**src/hw/rtl/sensor_frame_crc_check_and_scale_assert.svh**
```systemverilog
// ----------------------------------------------------------------------------
// sensor frame checker assertion macros
// shared property forms for the concurrent checks of the rtl
// ----------------------------------------------------------------------------
`ifndef SENSOR_FRAME_CRC_CHECK_AND_SCALE_ASSERT_SVH
`define SENSOR_FRAME_CRC_CHECK_AND_SCALE_ASSERT_SVH

// same-cycle implication, disabled while reset is asserted
`define SFCC_ASSERT_NOW(lbl, clk, rstn, ante, cons, msg) \
    lbl: assert property (@(posedge clk) disable iff (!(rstn)) (ante) |-> (cons)) \
        else $error(msg);

// next-cycle implication, disabled while reset is asserted
`define SFCC_ASSERT_NEXT(lbl, clk, rstn, ante, cons, msg) \
    lbl: assert property (@(posedge clk) disable iff (!(rstn)) (ante) |=> (cons)) \
        else $error(msg);

`endif

```
**src/hw/rtl/sfcc_pkg.sv**
```systemverilog
// ----------------------------------------------------------------------------
// sensor frame checker package
// crc-8 constants and update function, frame record and queue status types
// ----------------------------------------------------------------------------
package sfcc_pkg;

    // crc-8, polynomial 0x31, msb first, no final xor
    localparam logic [7:0] CRC_POLY = 8'h31;
    localparam logic [7:0] CRC_INIT = 8'hFF;

    // byte positions inside the nine-byte frame
    localparam logic [3:0] POS_FIRST   = 4'd0;
    localparam logic [3:0] POS_CO2_LO  = 4'd1;
    localparam logic [3:0] POS_TEMP_LO = 4'd4;
    localparam logic [3:0] POS_HUM_LO  = 4'd7;
    localparam logic [3:0] POS_LAST    = 4'd8;

    // scaling constants
    localparam logic [14:0] TEMP_SCALE  = 15'd17500;
    localparam logic [14:0] TEMP_OFFSET = 15'd4500;
    localparam logic [13:0] HUM_SCALE   = 14'd10000;

    // one checked frame handed from front to back
    typedef struct packed {
        logic        ok;
        logic [15:0] co2;
        logic [15:0] temp_raw;
        logic [15:0] hum_raw;
    } frame_rec_t;

    // queue status seen by both sides
    typedef struct packed {
        logic full;
        logic empty;
    } fifo_stat_t;

    // one byte through the crc register, eight shift steps
    function automatic logic [7:0] crc_feed(input logic [7:0] crc, input logic [7:0] b);
        logic [7:0] c;
        c = crc ^ b;
        for (int k = 0; k < 8; k++) begin
            if (c[7]) begin
                c = {c[6:0], 1'b0} ^ CRC_POLY;
            end else begin
                c = {c[6:0], 1'b0};
            end
        end
        return c;
    endfunction

endpackage

```
**src/hw/rtl/sfcc_front.sv**
```systemverilog
// ----------------------------------------------------------------------------
// sensor frame front end
// tracks the byte position, checks the three word crcs and assembles words;
// pushes one frame record at the ninth byte
// ----------------------------------------------------------------------------
module sfcc_front (
    input  logic               aclk,
    input  logic               aresetn,
    input  logic               beat_acc,
    input  logic [7:0]         data_byte,
    input  logic               frame_start,
    output logic               push,
    output sfcc_pkg::frame_rec_t rec
);

    logic [3:0] pos_reg, pos_next;
    logic [7:0] crc_reg, crc_next;
    logic       err_reg, err_next;
    logic [7:0] hi_reg;
    logic [15:0] co2_reg, temp_reg, hum_reg;

    logic [3:0]  eff_pos;
    logic [1:0]  phase;
    logic [15:0] word;

    localparam logic [1:0] PH_HIGH = 2'd0;
    localparam logic [1:0] PH_LOW  = 2'd1;
    localparam logic [1:0] PH_CRC  = 2'd2;

    // resync on frame start, out-of-range position restarts
    assign eff_pos = (frame_start || (pos_reg > sfcc_pkg::POS_LAST)) ?
                     sfcc_pkg::POS_FIRST : pos_reg;
    assign word    = {hi_reg, data_byte};

    // byte role within its word
    always_comb begin
        unique case (eff_pos)
            4'd0, 4'd3, 4'd6: phase = PH_HIGH;
            4'd1, 4'd4, 4'd7: phase = PH_LOW;
            4'd2, 4'd5, 4'd8: phase = PH_CRC;
            default:          phase = PH_HIGH;
        endcase
    end

    // next crc, error flag and position
    always_comb begin
        crc_next = crc_reg;
        err_next = (eff_pos == sfcc_pkg::POS_FIRST) ? 1'b0 : err_reg;
        unique case (phase)
            PH_HIGH: crc_next = sfcc_pkg::crc_feed(sfcc_pkg::CRC_INIT, data_byte);
            PH_LOW:  crc_next = sfcc_pkg::crc_feed(crc_reg, data_byte);
            PH_CRC:  err_next = err_next | (crc_reg != data_byte);
            default: crc_next = crc_reg;
        endcase
        pos_next = (eff_pos == sfcc_pkg::POS_LAST) ? sfcc_pkg::POS_FIRST : eff_pos + 4'd1;
    end

    // control state
    always_ff @(posedge aclk) begin
        if (!aresetn) begin
            pos_reg <= sfcc_pkg::POS_FIRST;
            crc_reg <= sfcc_pkg::CRC_INIT;
            err_reg <= 1'b0;
        end else if (beat_acc) begin
            pos_reg <= pos_next;
            crc_reg <= crc_next;
            err_reg <= err_next;
        end
    end

    // word assembly
    always_ff @(posedge aclk) begin
        if (beat_acc) begin
            if (phase == PH_HIGH) begin
                hi_reg <= data_byte;
            end
            if (eff_pos == sfcc_pkg::POS_CO2_LO) begin
                co2_reg <= word;
            end
            if (eff_pos == sfcc_pkg::POS_TEMP_LO) begin
                temp_reg <= word;
            end
            if (eff_pos == sfcc_pkg::POS_HUM_LO) begin
                hum_reg <= word;
            end
        end
    end

    // frame record at the last byte
    assign push         = beat_acc && (eff_pos == sfcc_pkg::POS_LAST);
    assign rec.ok       = !err_next;
    assign rec.co2      = co2_reg;
    assign rec.temp_raw = temp_reg;
    assign rec.hum_raw  = hum_reg;

endmodule

```
**src/hw/rtl/sfcc_fifo.sv**
```systemverilog
// ----------------------------------------------------------------------------
// sensor frame record queue
// short register queue between front end and scaling back end
// ----------------------------------------------------------------------------
`include "sensor_frame_crc_check_and_scale_assert.svh"

module sfcc_fifo #(
    parameter int FIFO_DEPTH = 4
) (
    input  logic                 aclk,
    input  logic                 aresetn,
    input  logic                 wr_en,
    input  sfcc_pkg::frame_rec_t wr_data,
    input  logic                 rd_en,
    output sfcc_pkg::frame_rec_t rd_data,
    output sfcc_pkg::fifo_stat_t stat
);

    localparam int PTR_W = (FIFO_DEPTH > 1) ? $clog2(FIFO_DEPTH) : 1;
    localparam int CNT_W = $clog2(FIFO_DEPTH + 1);
    localparam logic [PTR_W-1:0] PTR_LAST = PTR_W'(FIFO_DEPTH - 1);
    localparam logic [CNT_W-1:0] CNT_FULL = CNT_W'(FIFO_DEPTH);

    sfcc_pkg::frame_rec_t mem [FIFO_DEPTH];

    logic [PTR_W-1:0] wr_ptr_reg, wr_ptr_next;
    logic [PTR_W-1:0] rd_ptr_reg, rd_ptr_next;
    logic [CNT_W-1:0] cnt_reg, cnt_next;
    logic             do_wr, do_rd;

    assign stat.full  = (cnt_reg == CNT_FULL);
    assign stat.empty = (cnt_reg == '0);
    assign do_wr      = wr_en && !stat.full;
    assign do_rd      = rd_en && !stat.empty;
    assign rd_data    = mem[rd_ptr_reg];

    // pointer and count update
    always_comb begin
        wr_ptr_next = wr_ptr_reg;
        rd_ptr_next = rd_ptr_reg;
        cnt_next    = cnt_reg;
        if (do_wr) begin
            wr_ptr_next = (wr_ptr_reg == PTR_LAST) ? '0 : wr_ptr_reg + 1'b1;
        end
        if (do_rd) begin
            rd_ptr_next = (rd_ptr_reg == PTR_LAST) ? '0 : rd_ptr_reg + 1'b1;
        end
        if (do_wr && !do_rd) begin
            cnt_next = cnt_reg + 1'b1;
        end else if (do_rd && !do_wr) begin
            cnt_next = cnt_reg - 1'b1;
        end
    end

    always_ff @(posedge aclk) begin
        if (!aresetn) begin
            wr_ptr_reg <= '0;
            rd_ptr_reg <= '0;
            cnt_reg    <= '0;
        end else begin
            wr_ptr_reg <= wr_ptr_next;
            rd_ptr_reg <= rd_ptr_next;
            cnt_reg    <= cnt_next;
        end
    end

    // storage
    always_ff @(posedge aclk) begin
        if (do_wr) begin
            mem[wr_ptr_reg] <= wr_data;
        end
    end

    // checks
    `SFCC_ASSERT_NOW(a_cnt_bound, aclk, aresetn, 1'b1, cnt_reg <= CNT_FULL, "queue count overflow")
    `SFCC_ASSERT_NOW(a_no_wr_full, aclk, aresetn, stat.full, !wr_en, "record pushed into full queue")
    `SFCC_ASSERT_NEXT(a_wr_fill, aclk, aresetn, do_wr && !do_rd, !stat.empty, "queue empty after push")

endmodule

```
**src/hw/rtl/sfcc_scale.sv**
```systemverilog
// ----------------------------------------------------------------------------
// sensor frame scaling back end
// two-stage pipeline: products, then truncation and output register
// ----------------------------------------------------------------------------
module sfcc_scale (
    input  logic                 aclk,
    input  logic                 aresetn,
    input  sfcc_pkg::frame_rec_t rec,
    input  sfcc_pkg::fifo_stat_t stat,
    output logic                 pop,
    output logic                 m_tvalid,
    input  logic                 m_tready,
    output logic [47:0]          m_tdata,
    output logic                 m_tuser
);

    logic        s1_valid_reg;
    logic        s1_ok_reg;
    logic [15:0] s1_co2_reg;
    logic [30:0] s1_tprod_reg;
    logic [29:0] s1_hprod_reg;

    logic        out_valid_reg;
    logic        out_ok_reg;
    logic [15:0] out_co2_reg;
    logic [14:0] out_temp_reg;
    logic [13:0] out_hum_reg;

    logic        out_ready, s1_ready;
    logic [14:0] t_int;
    logic        t_round;
    logic [15:0] t_val;

    assign out_ready = !out_valid_reg || m_tready;
    assign s1_ready  = !s1_valid_reg || out_ready;
    assign pop       = !stat.empty && s1_ready;

    // stage 1: scale products
    always_ff @(posedge aclk) begin
        if (!aresetn) begin
            s1_valid_reg <= 1'b0;
        end else if (s1_ready) begin
            s1_valid_reg <= !stat.empty;
        end
    end

    always_ff @(posedge aclk) begin
        if (pop) begin
            s1_ok_reg    <= rec.ok;
            s1_co2_reg   <= rec.co2;
            s1_tprod_reg <= 31'(sfcc_pkg::TEMP_SCALE) * 31'(rec.temp_raw);
            s1_hprod_reg <= 30'(sfcc_pkg::HUM_SCALE) * 30'(rec.hum_raw);
        end
    end

    // truncation toward zero: offset is a whole multiple of 65536, so
    // floor minus offset, plus one when negative with a nonzero fraction
    assign t_int   = s1_tprod_reg[30:16];
    assign t_round = (t_int < sfcc_pkg::TEMP_OFFSET) && (s1_tprod_reg[15:0] != 16'd0);
    assign t_val   = {1'b0, t_int} - {1'b0, sfcc_pkg::TEMP_OFFSET} + {15'd0, t_round};

    // stage 2: output register, zeros on a failed frame
    always_ff @(posedge aclk) begin
        if (!aresetn) begin
            out_valid_reg <= 1'b0;
        end else if (out_ready) begin
            out_valid_reg <= s1_valid_reg;
        end
    end

    always_ff @(posedge aclk) begin
        if (out_ready && s1_valid_reg) begin
            out_ok_reg   <= s1_ok_reg;
            out_co2_reg  <= s1_ok_reg ? s1_co2_reg : 16'd0;
            out_temp_reg <= s1_ok_reg ? t_val[14:0] : 15'd0;
            out_hum_reg  <= s1_ok_reg ? s1_hprod_reg[29:16] : 14'd0;
        end
    end

    assign m_tvalid = out_valid_reg;
    assign m_tuser  = out_ok_reg;
    assign m_tdata  = {3'b000, out_hum_reg, out_temp_reg, out_co2_reg};

endmodule

```
**src/hw/rtl/sensor_frame_crc_check_and_scale.sv**
```systemverilog
// ----------------------------------------------------------------------------
// sensor frame crc check and scale
// byte-wise frame checker with co2, temperature and humidity scaling
// ----------------------------------------------------------------------------
// Takes one frame byte per transfer and sustains one byte per clock: the
// crc-8 update of each byte is combinational logic in the front end. At the
// ninth byte of a frame the front end pushes one record into a short queue
// (FIFO_DEPTH records); the back end takes records through a two-stage
// pipeline (multiply, then truncate and register). s_tready drops only
// while the queue is full, which happens only when the output stalls
// long enough for FIFO_DEPTH results and more to back up.
module sensor_frame_crc_check_and_scale #(
    parameter int FIFO_DEPTH = 4
) (
    input  logic        aclk,
    input  logic        aresetn,
    input  logic        s_tvalid,
    output logic        s_tready,
    input  logic [7:0]  s_tdata,   // [7:0] data_byte
    input  logic        s_tuser,   // [0] frame_start
    output logic        m_tvalid,
    input  logic        m_tready,
    output logic [47:0] m_tdata,   // [15:0] co2_ppm, [30:16] temperature_centi,
                                   // [44:31] humidity_centi, [47:45] zero
    output logic        m_tuser    // [0] frame_ok
);

    sfcc_pkg::frame_rec_t wr_rec, rd_rec;
    sfcc_pkg::fifo_stat_t stat;
    logic                 push, pop, beat_acc;

    // input transfer
    assign s_tready = !stat.full;
    assign beat_acc = s_tvalid && s_tready;

    sfcc_front u_front (
        .aclk        (aclk),
        .aresetn     (aresetn),
        .beat_acc    (beat_acc),
        .data_byte   (s_tdata),
        .frame_start (s_tuser),
        .push        (push),
        .rec         (wr_rec)
    );

    sfcc_fifo #(
        .FIFO_DEPTH (FIFO_DEPTH)
    ) u_fifo (
        .aclk    (aclk),
        .aresetn (aresetn),
        .wr_en   (push),
        .wr_data (wr_rec),
        .rd_en   (pop),
        .rd_data (rd_rec),
        .stat    (stat)
    );

    sfcc_scale u_scale (
        .aclk     (aclk),
        .aresetn  (aresetn),
        .rec      (rd_rec),
        .stat     (stat),
        .pop      (pop),
        .m_tvalid (m_tvalid),
        .m_tready (m_tready),
        .m_tdata  (m_tdata),
        .m_tuser  (m_tuser)
    );

endmodule

```
**config.mk**
```make
export PLATFORM = sky130hd
export DESIGN_NAME = sensor_frame_crc_check_and_scale
export DESIGN_NICKNAME = d
export VERILOG_FILES = /design/src/hw/rtl/sfcc_pkg.sv /design/src/hw/rtl/sfcc_front.sv /design/src/hw/rtl/sfcc_fifo.sv /design/src/hw/rtl/sfcc_scale.sv /design/src/hw/rtl/sensor_frame_crc_check_and_scale.sv
export VERILOG_INCLUDE_DIRS = /design/src /design/src/hw/rtl
export SDC_FILE = /design/constraint.sdc
export NUM_CORES = 1
export LEC_CHECK = 0
export BUFFER_PORTS_ARGS = -buffer_cell sky130_fd_sc_hd__buf_2
export CORE_MARGIN = 2
export CORE_UTILIZATION = 63
export DETAILED_ROUTE_END_ITERATION = 7
export PLACE_DENSITY = 0.85
export SLEW_MARGIN = 20
export SYNTH_ARGS = -nofsm -noshare
export SYNTH_HDL_FRONTEND = slang
export SYNTH_SLANG_ARGS = --single-unit
```
**constraint.sdc**
```tcl
create_clock -name aclk -period 6.7 [get_ports aclk]
set_input_delay 1.005 -clock aclk [delete_from_list [all_inputs] [get_ports aclk]]
set_output_delay 1.005 -clock aclk [all_outputs]
set_load 0.03 [all_outputs]
```
# Word-level counts from Yosys, hierarchy flattened
# Memory sizes are Yosys's and may differ from the RTL's. A register that Yosys moved wholly into a read port is not among the register bits.
# Index checks and enable logic that the tools add are counted.
dict set report op_classes {
  n_addsub 7
  mul 2
  n_lt_le_gt_ge 2
  eq_ne 10
  muxes 43
  n_bitwise 19
  reduce_logical 30
}
# op count
set op_table {}
lappend op_table {{2-to-1 mux 8 bit} 14}
lappend op_table {{2-to-1 mux 6 bit} 16}
lappend op_table {{NOT 3 bit} 16}
lappend op_table {{multiplier 13 x 16 -> 29 bit (first input constant)} 1}
lappend op_table {{multiplier 10 x 16 -> 26 bit (first input constant)} 1}
lappend op_table {{case mux 8 bit (2 select lines)} 1}
lappend op_table {{nonzero test 16 bit} 1}
lappend op_table {{adder 15 x 1 -> 15 bit} 1}
lappend op_table {{less-than comparator 15 x 13 -> 1 bit (second input constant)} 1}
lappend op_table {{subtractor 15 x 13 -> 15 bit (second input constant)} 1}
lappend op_table {{AND reduction 2 bit} 5}
lappend op_table {{logical AND 1 bit} 9}
lappend op_table {{== test 4 x 3 -> 1 bit (second input constant)} 2}
lappend op_table {{2-to-1 mux 2 bit} 4}
lappend op_table {{2-to-1 mux 4 bit} 2}
lappend op_table {{inequality test 8 bit} 1}
lappend op_table {{NOT 8 bit} 1}
lappend op_table {{bitwise XOR 8 bit} 1}
lappend op_table {{logical NOT 1 bit} 7}
lappend op_table {{== test 2 bit (second input constant)} 3}
lappend op_table {{2-to-1 mux 3 bit} 2}
lappend op_table {{adder 2 x 1 -> 2 bit (second input constant)} 2}
lappend op_table {{adder 4 x 1 -> 4 bit (second input constant)} 1}
lappend op_table {{== test 4 x 1 -> 1 bit (second input constant)} 1}
lappend op_table {{other kinds (13)} 19}
dict set report word_totals {
  reg_bits 196
  ramBits 196
  mem_bits_ro 32
  wordCells 135
  n_memories 2
}
# name words width rd rd_ports_with_merged_regs write_ports line
set mem_list {}
lappend mem_list {u_fifo.mem 4 49 1 1 1 sfcc_fifo.sv:24} ;# sfcc_pkg::frame_rec_t mem [FIFO_DEPTH];
lappend mem_list {{(name not given)} 16 2 1 0 0 sfcc_front.sv:37} ;# unique case (eff_pos)

# Longest topological paths before layout
# An unclocked memory read counts as a cell.
dict set report logic_depth {
  word_depth 27
  mapped_depth 20
  depth_no_buf 17
}

# Modules after synthesis
# A second synthesis with hierarchy kept.
dict set report unflattened {
  hier_cells 1387
  area_unflattened_um2 20188.1
}
# module instances cells_each area_per_inst_um2 seq_area_each_um2
set by_module_without_submodules {}
lappend by_module_without_submodules {sfcc_scale 1 878 9690.5 3223.1}
lappend by_module_without_submodules {sfcc_fifo 1 307 7566.0 6065.8}
lappend by_module_without_submodules {sfcc_front 1 200 2921.6 1941.9}
lappend by_module_without_submodules {sensor_frame_crc_check_and_scale 1 2 10.0 0.0}

# Least setup slack after synthesis
# Ideal clock, no wire load.
dict set report synth_path {
  path_kind {reg-to-reg}
  from {reg with a tool-made name}
  to {reg u_scale.s1_hprod_reg[27], data pin}
  arrival_time_ps 5629
  t_required_ps 6560
  path_slack_ps 931
  stages_incl_launch_ff 19
  period_less_slack_ps 5769
  cell_sequence {dfxtp_1 clkbuf_1 buf_1 buf_2 mux4_2 fa_1 ha_1 fa_1 ha_1 inv_1 fa_1 inv_1 ha_1 a21oi_1 o21ai_0 a221oi_1 o211ai_2 a2111oi_2 nand4bb_1}
}
# item line
set synth_rtl {}
lappend synth_rtl {{end signal: assignment} sfcc_scale.sv:52} ;# s1_hprod_reg <= 30'(sfcc_pkg::HUM_SCALE) * 30'(rec.hum_raw);
lappend synth_rtl {{end: declaration} sfcc_scale.sv:21} ;# logic [29:0] s1_hprod_reg;

==> impl_metrics.tcl <==
set metrics [dict create \
    status "completed" \
    overflow 0 \
    die_w_um 183 \
    clkTransAtPathRegs_ns 0.06 \
    final.min_clock_period_ns 5.86 \
    die-area_um2 33300 \
    path_cells "mux4_2 > ha_1 > fa_1 > ha_1 > ha_1 > fa_1 > fa_1 > a21oi_1 > o21ai_0 > a21oi_1 > o2111ai_1 > a21boi_0 > a21oi_1" \
    cts_max_level 2 \
    max_freq_ghz 0.171 \
    rsz0062_at_grt "no" \
    worstPathArrival_ns 6.12 \
    worst_slew_pin_slew_ns 0.931 \
    clk_path_buf_depth 3 \
    wl_met3_mm 2.48 \
    clock_sinks 382 \
    synth_area_leaders "edfxtp_1 (54%), ha_1 (11%), fa_1 (8.0%)" \
    synth_common_cells "edfxtp_1 (358), inv_1 (186), ha_1 (178), fa_1 (80), mux4_2 (49)" \
    synth.most_common_cell "edfxtp_1" \
    synth_top_area_share_pct 53.6 \
    port-buffer-count 60 \
    n_antenna_cell 0 \
    syn_area_per_cell_um2 14.7 \
    start_kind "flip-flop" \
    vias_per_cell 5.92 \
    synth_ff_type "edfxtp_1" \
    grt_max_degree 63 \
    place_ws_ns 0.941 \
    crit_slowest_cell "dfxtp_2" \
    setup_viol 0 \
    slew_viol_final 0 \
    syn-cell-area_um2 20100 \
    cts_resized 0 \
    largest_reg_flops 196 \
    clock_latency_ns 0.53 \
    layout-drive-gt1-share_pct 13.7 \
    cts_made_buffers 39 \
    cpLargestDelayFamily "adder cells" \
    yosysSeqAreaShare_pct 55.9 \
    dp_hpwl_mm 25.3 \
    rows 65 \
    synth_async_sr_flop_share_pct 0 \
    cts_tree "built" \
    wl_met2_mm 19.5 \
    start_util_pct 63.8 \
    fin_worst_skew_ns 0.0144 \
    crit_path_end_kind "flip-flop" \
    setup-tns-final_ns 0 \
    drcViolationCount 0 \
    finalInstanceArea_um2 22000 \
    placed_area_um2 20900 \
    cp_num_buf_inv 0 \
    max_cap_viol_count 0 \
    fin_ws_ns 0.842 \
    ys_seq_elements 382 \
    die_h_um 183 \
    grt_pass1_wl_mm 61.4 \
    drt_iter0_markers 890 \
    slew_headroom_pct 38.0 \
    top_layer "met4" \
    synth_edf_count 358 \
    areaGrowthSynthToFinish_pct 9.82 \
    synth_largest_area_cell "edfxtp_1" \
    cts_hold_buf 0 \
    vias 11200 \
    grt_pass1_vias 11800 \
    cts_setup_buffers 0 \
    routed_wirelength_mm 38.8 \
    synthCells 1365 \
    fin_nets 1724 \
    crit_type "reg -> reg" \
    hold_violations 0 \
    wl_met1_mm 15.5 \
    yosys_warnings 0 \
    critPathRequiredTime_ns 6.96 \
    synth_cell_type_count 75 \
    top_level_ports 64 \
    drt-wirelength-per-cell_um 20.6 \
    finalCritPeriodShare_pct 87.4 \
    gp_congestion 0.870 \
    clk_root_buffer_cell "clkbuf_16" \
    drtPass1Iterations 5 \
    antenna_found_initial 0 \
    crit_fanout 29 \
    worst_path_largest_cell_delay_ns 0.89 \
    ant_nets 0 \
    grtUsageTotal_pct 24.1 \
    hp-class "reg -> reg" \
    core_area_um2 31500 \
    post-route-util_pct 70.0 \
]
stage by stage:
step	hold WS, ns	instances
floorplan	0.440	1367
global placement	0.463	1814
detailed placement	0.479	1814
CTS	0.494	1884
global route	0.509	1884
finish	0.499	1884
path summary, 6_finish.rpt:
path | slack, ns | startpoint | endpoint | cells past startpoint
worst max register to register | 0.84 | flip-flop | u_scale.s1_tprod_reg[30]$_DFFE_PP_ | 13
worst min-delay path | 0.50 | u_front.co2_reg[5]$_DFFE_PP_ | u_fifo.mem[0][37]$_DFFE_PP_ | 0
worst max-delay path | 0.84 | flip-flop | u_scale.s1_tprod_reg[30]$_DFFE_PP_ | 13
worst min register to register | 0.50 | u_front.co2_reg[5]$_DFFE_PP_ | u_fifo.mem[0][37]$_DFFE_PP_ | 0
cells in the final DEF, fill, tap and decap left out, types with 5 or more instances in the layout:
cell type | netlist | routed
a211oi_1 | 6 | 6
a21boi_0 | 5 | 5
a21o_1 | 14 | 14
a21oi_1 | 44 | 43
and2_1 | 45 | 41
and3_1 | 11 | 11
buf_2 | 4 | 60
buf_4 | 3 | 11
clkbuf_1 | 12 | 9
clkbuf_16 | 0 | 39
clkinv_1 | 0 | 10
clkinv_2 | 0 | 5
dfxtp_1 | 24 | 22
edfxtp_1 | 358 | 358
fa_1 | 80 | 80
ha_1 | 178 | 178
inv_1 | 186 | 186
mux2i_1 | 6 | 6
mux4_2 | 49 | 49
nand2_1 | 42 | 42
nand3_1 | 15 | 15
nand4_1 | 5 | 5
nor2_1 | 48 | 48
nor2b_1 | 6 | 5
nor3_1 | 14 | 14
nor4_1 | 6 | 6
o211ai_2 | 9 | 9
o21ai_0 | 24 | 24
o21bai_1 | 6 | 6
or3_1 | 6 | 6
xnor2_1 | 41 | 41
xor2_1 | 31 | 31
cell type report:
cell class                      instances  area, um2
Sequential cell                       382      11200
Clock buffer                           48       1010
Clock inverter                         22        153
Fill cell                            1978       9430
Timing Repair Buffer                   72        403
Inverter                              186        698
Tap cell                              402        503
Multi-Input combinational cell        772       8040
metal layers:
metal	track usage (%)	vias to the layer above
li1	-	5130
met4	10.1	0
met1	30.2	5519
met2	41.6	419
met3	4.23	92
met5	0	-
cell families (layout without fill, tap and decap cells):
logic type / Yosys count / count (layout) / share of synthesized area, %
AO/OA/AOI/OAI: 158 / 158 / 5.67
XOR/XNOR: 75 / 75 / 3.49
adder cells (fa/ha/maj): 258 / 258 / 19.1
buffers and inverters: 213 / 328 / 4.14
flip-flops: 382 / 382 / 55.9
multiplexers: 55 / 55 / 5.80
other: 1 / 3 / 0.0187
AND/OR/NAND/NOR: 223 / 223 / 5.87
Power is left out: the tool's default activity adds up to more than one toggle a clock period on the data nets, which glitch-free logic cannot reach.
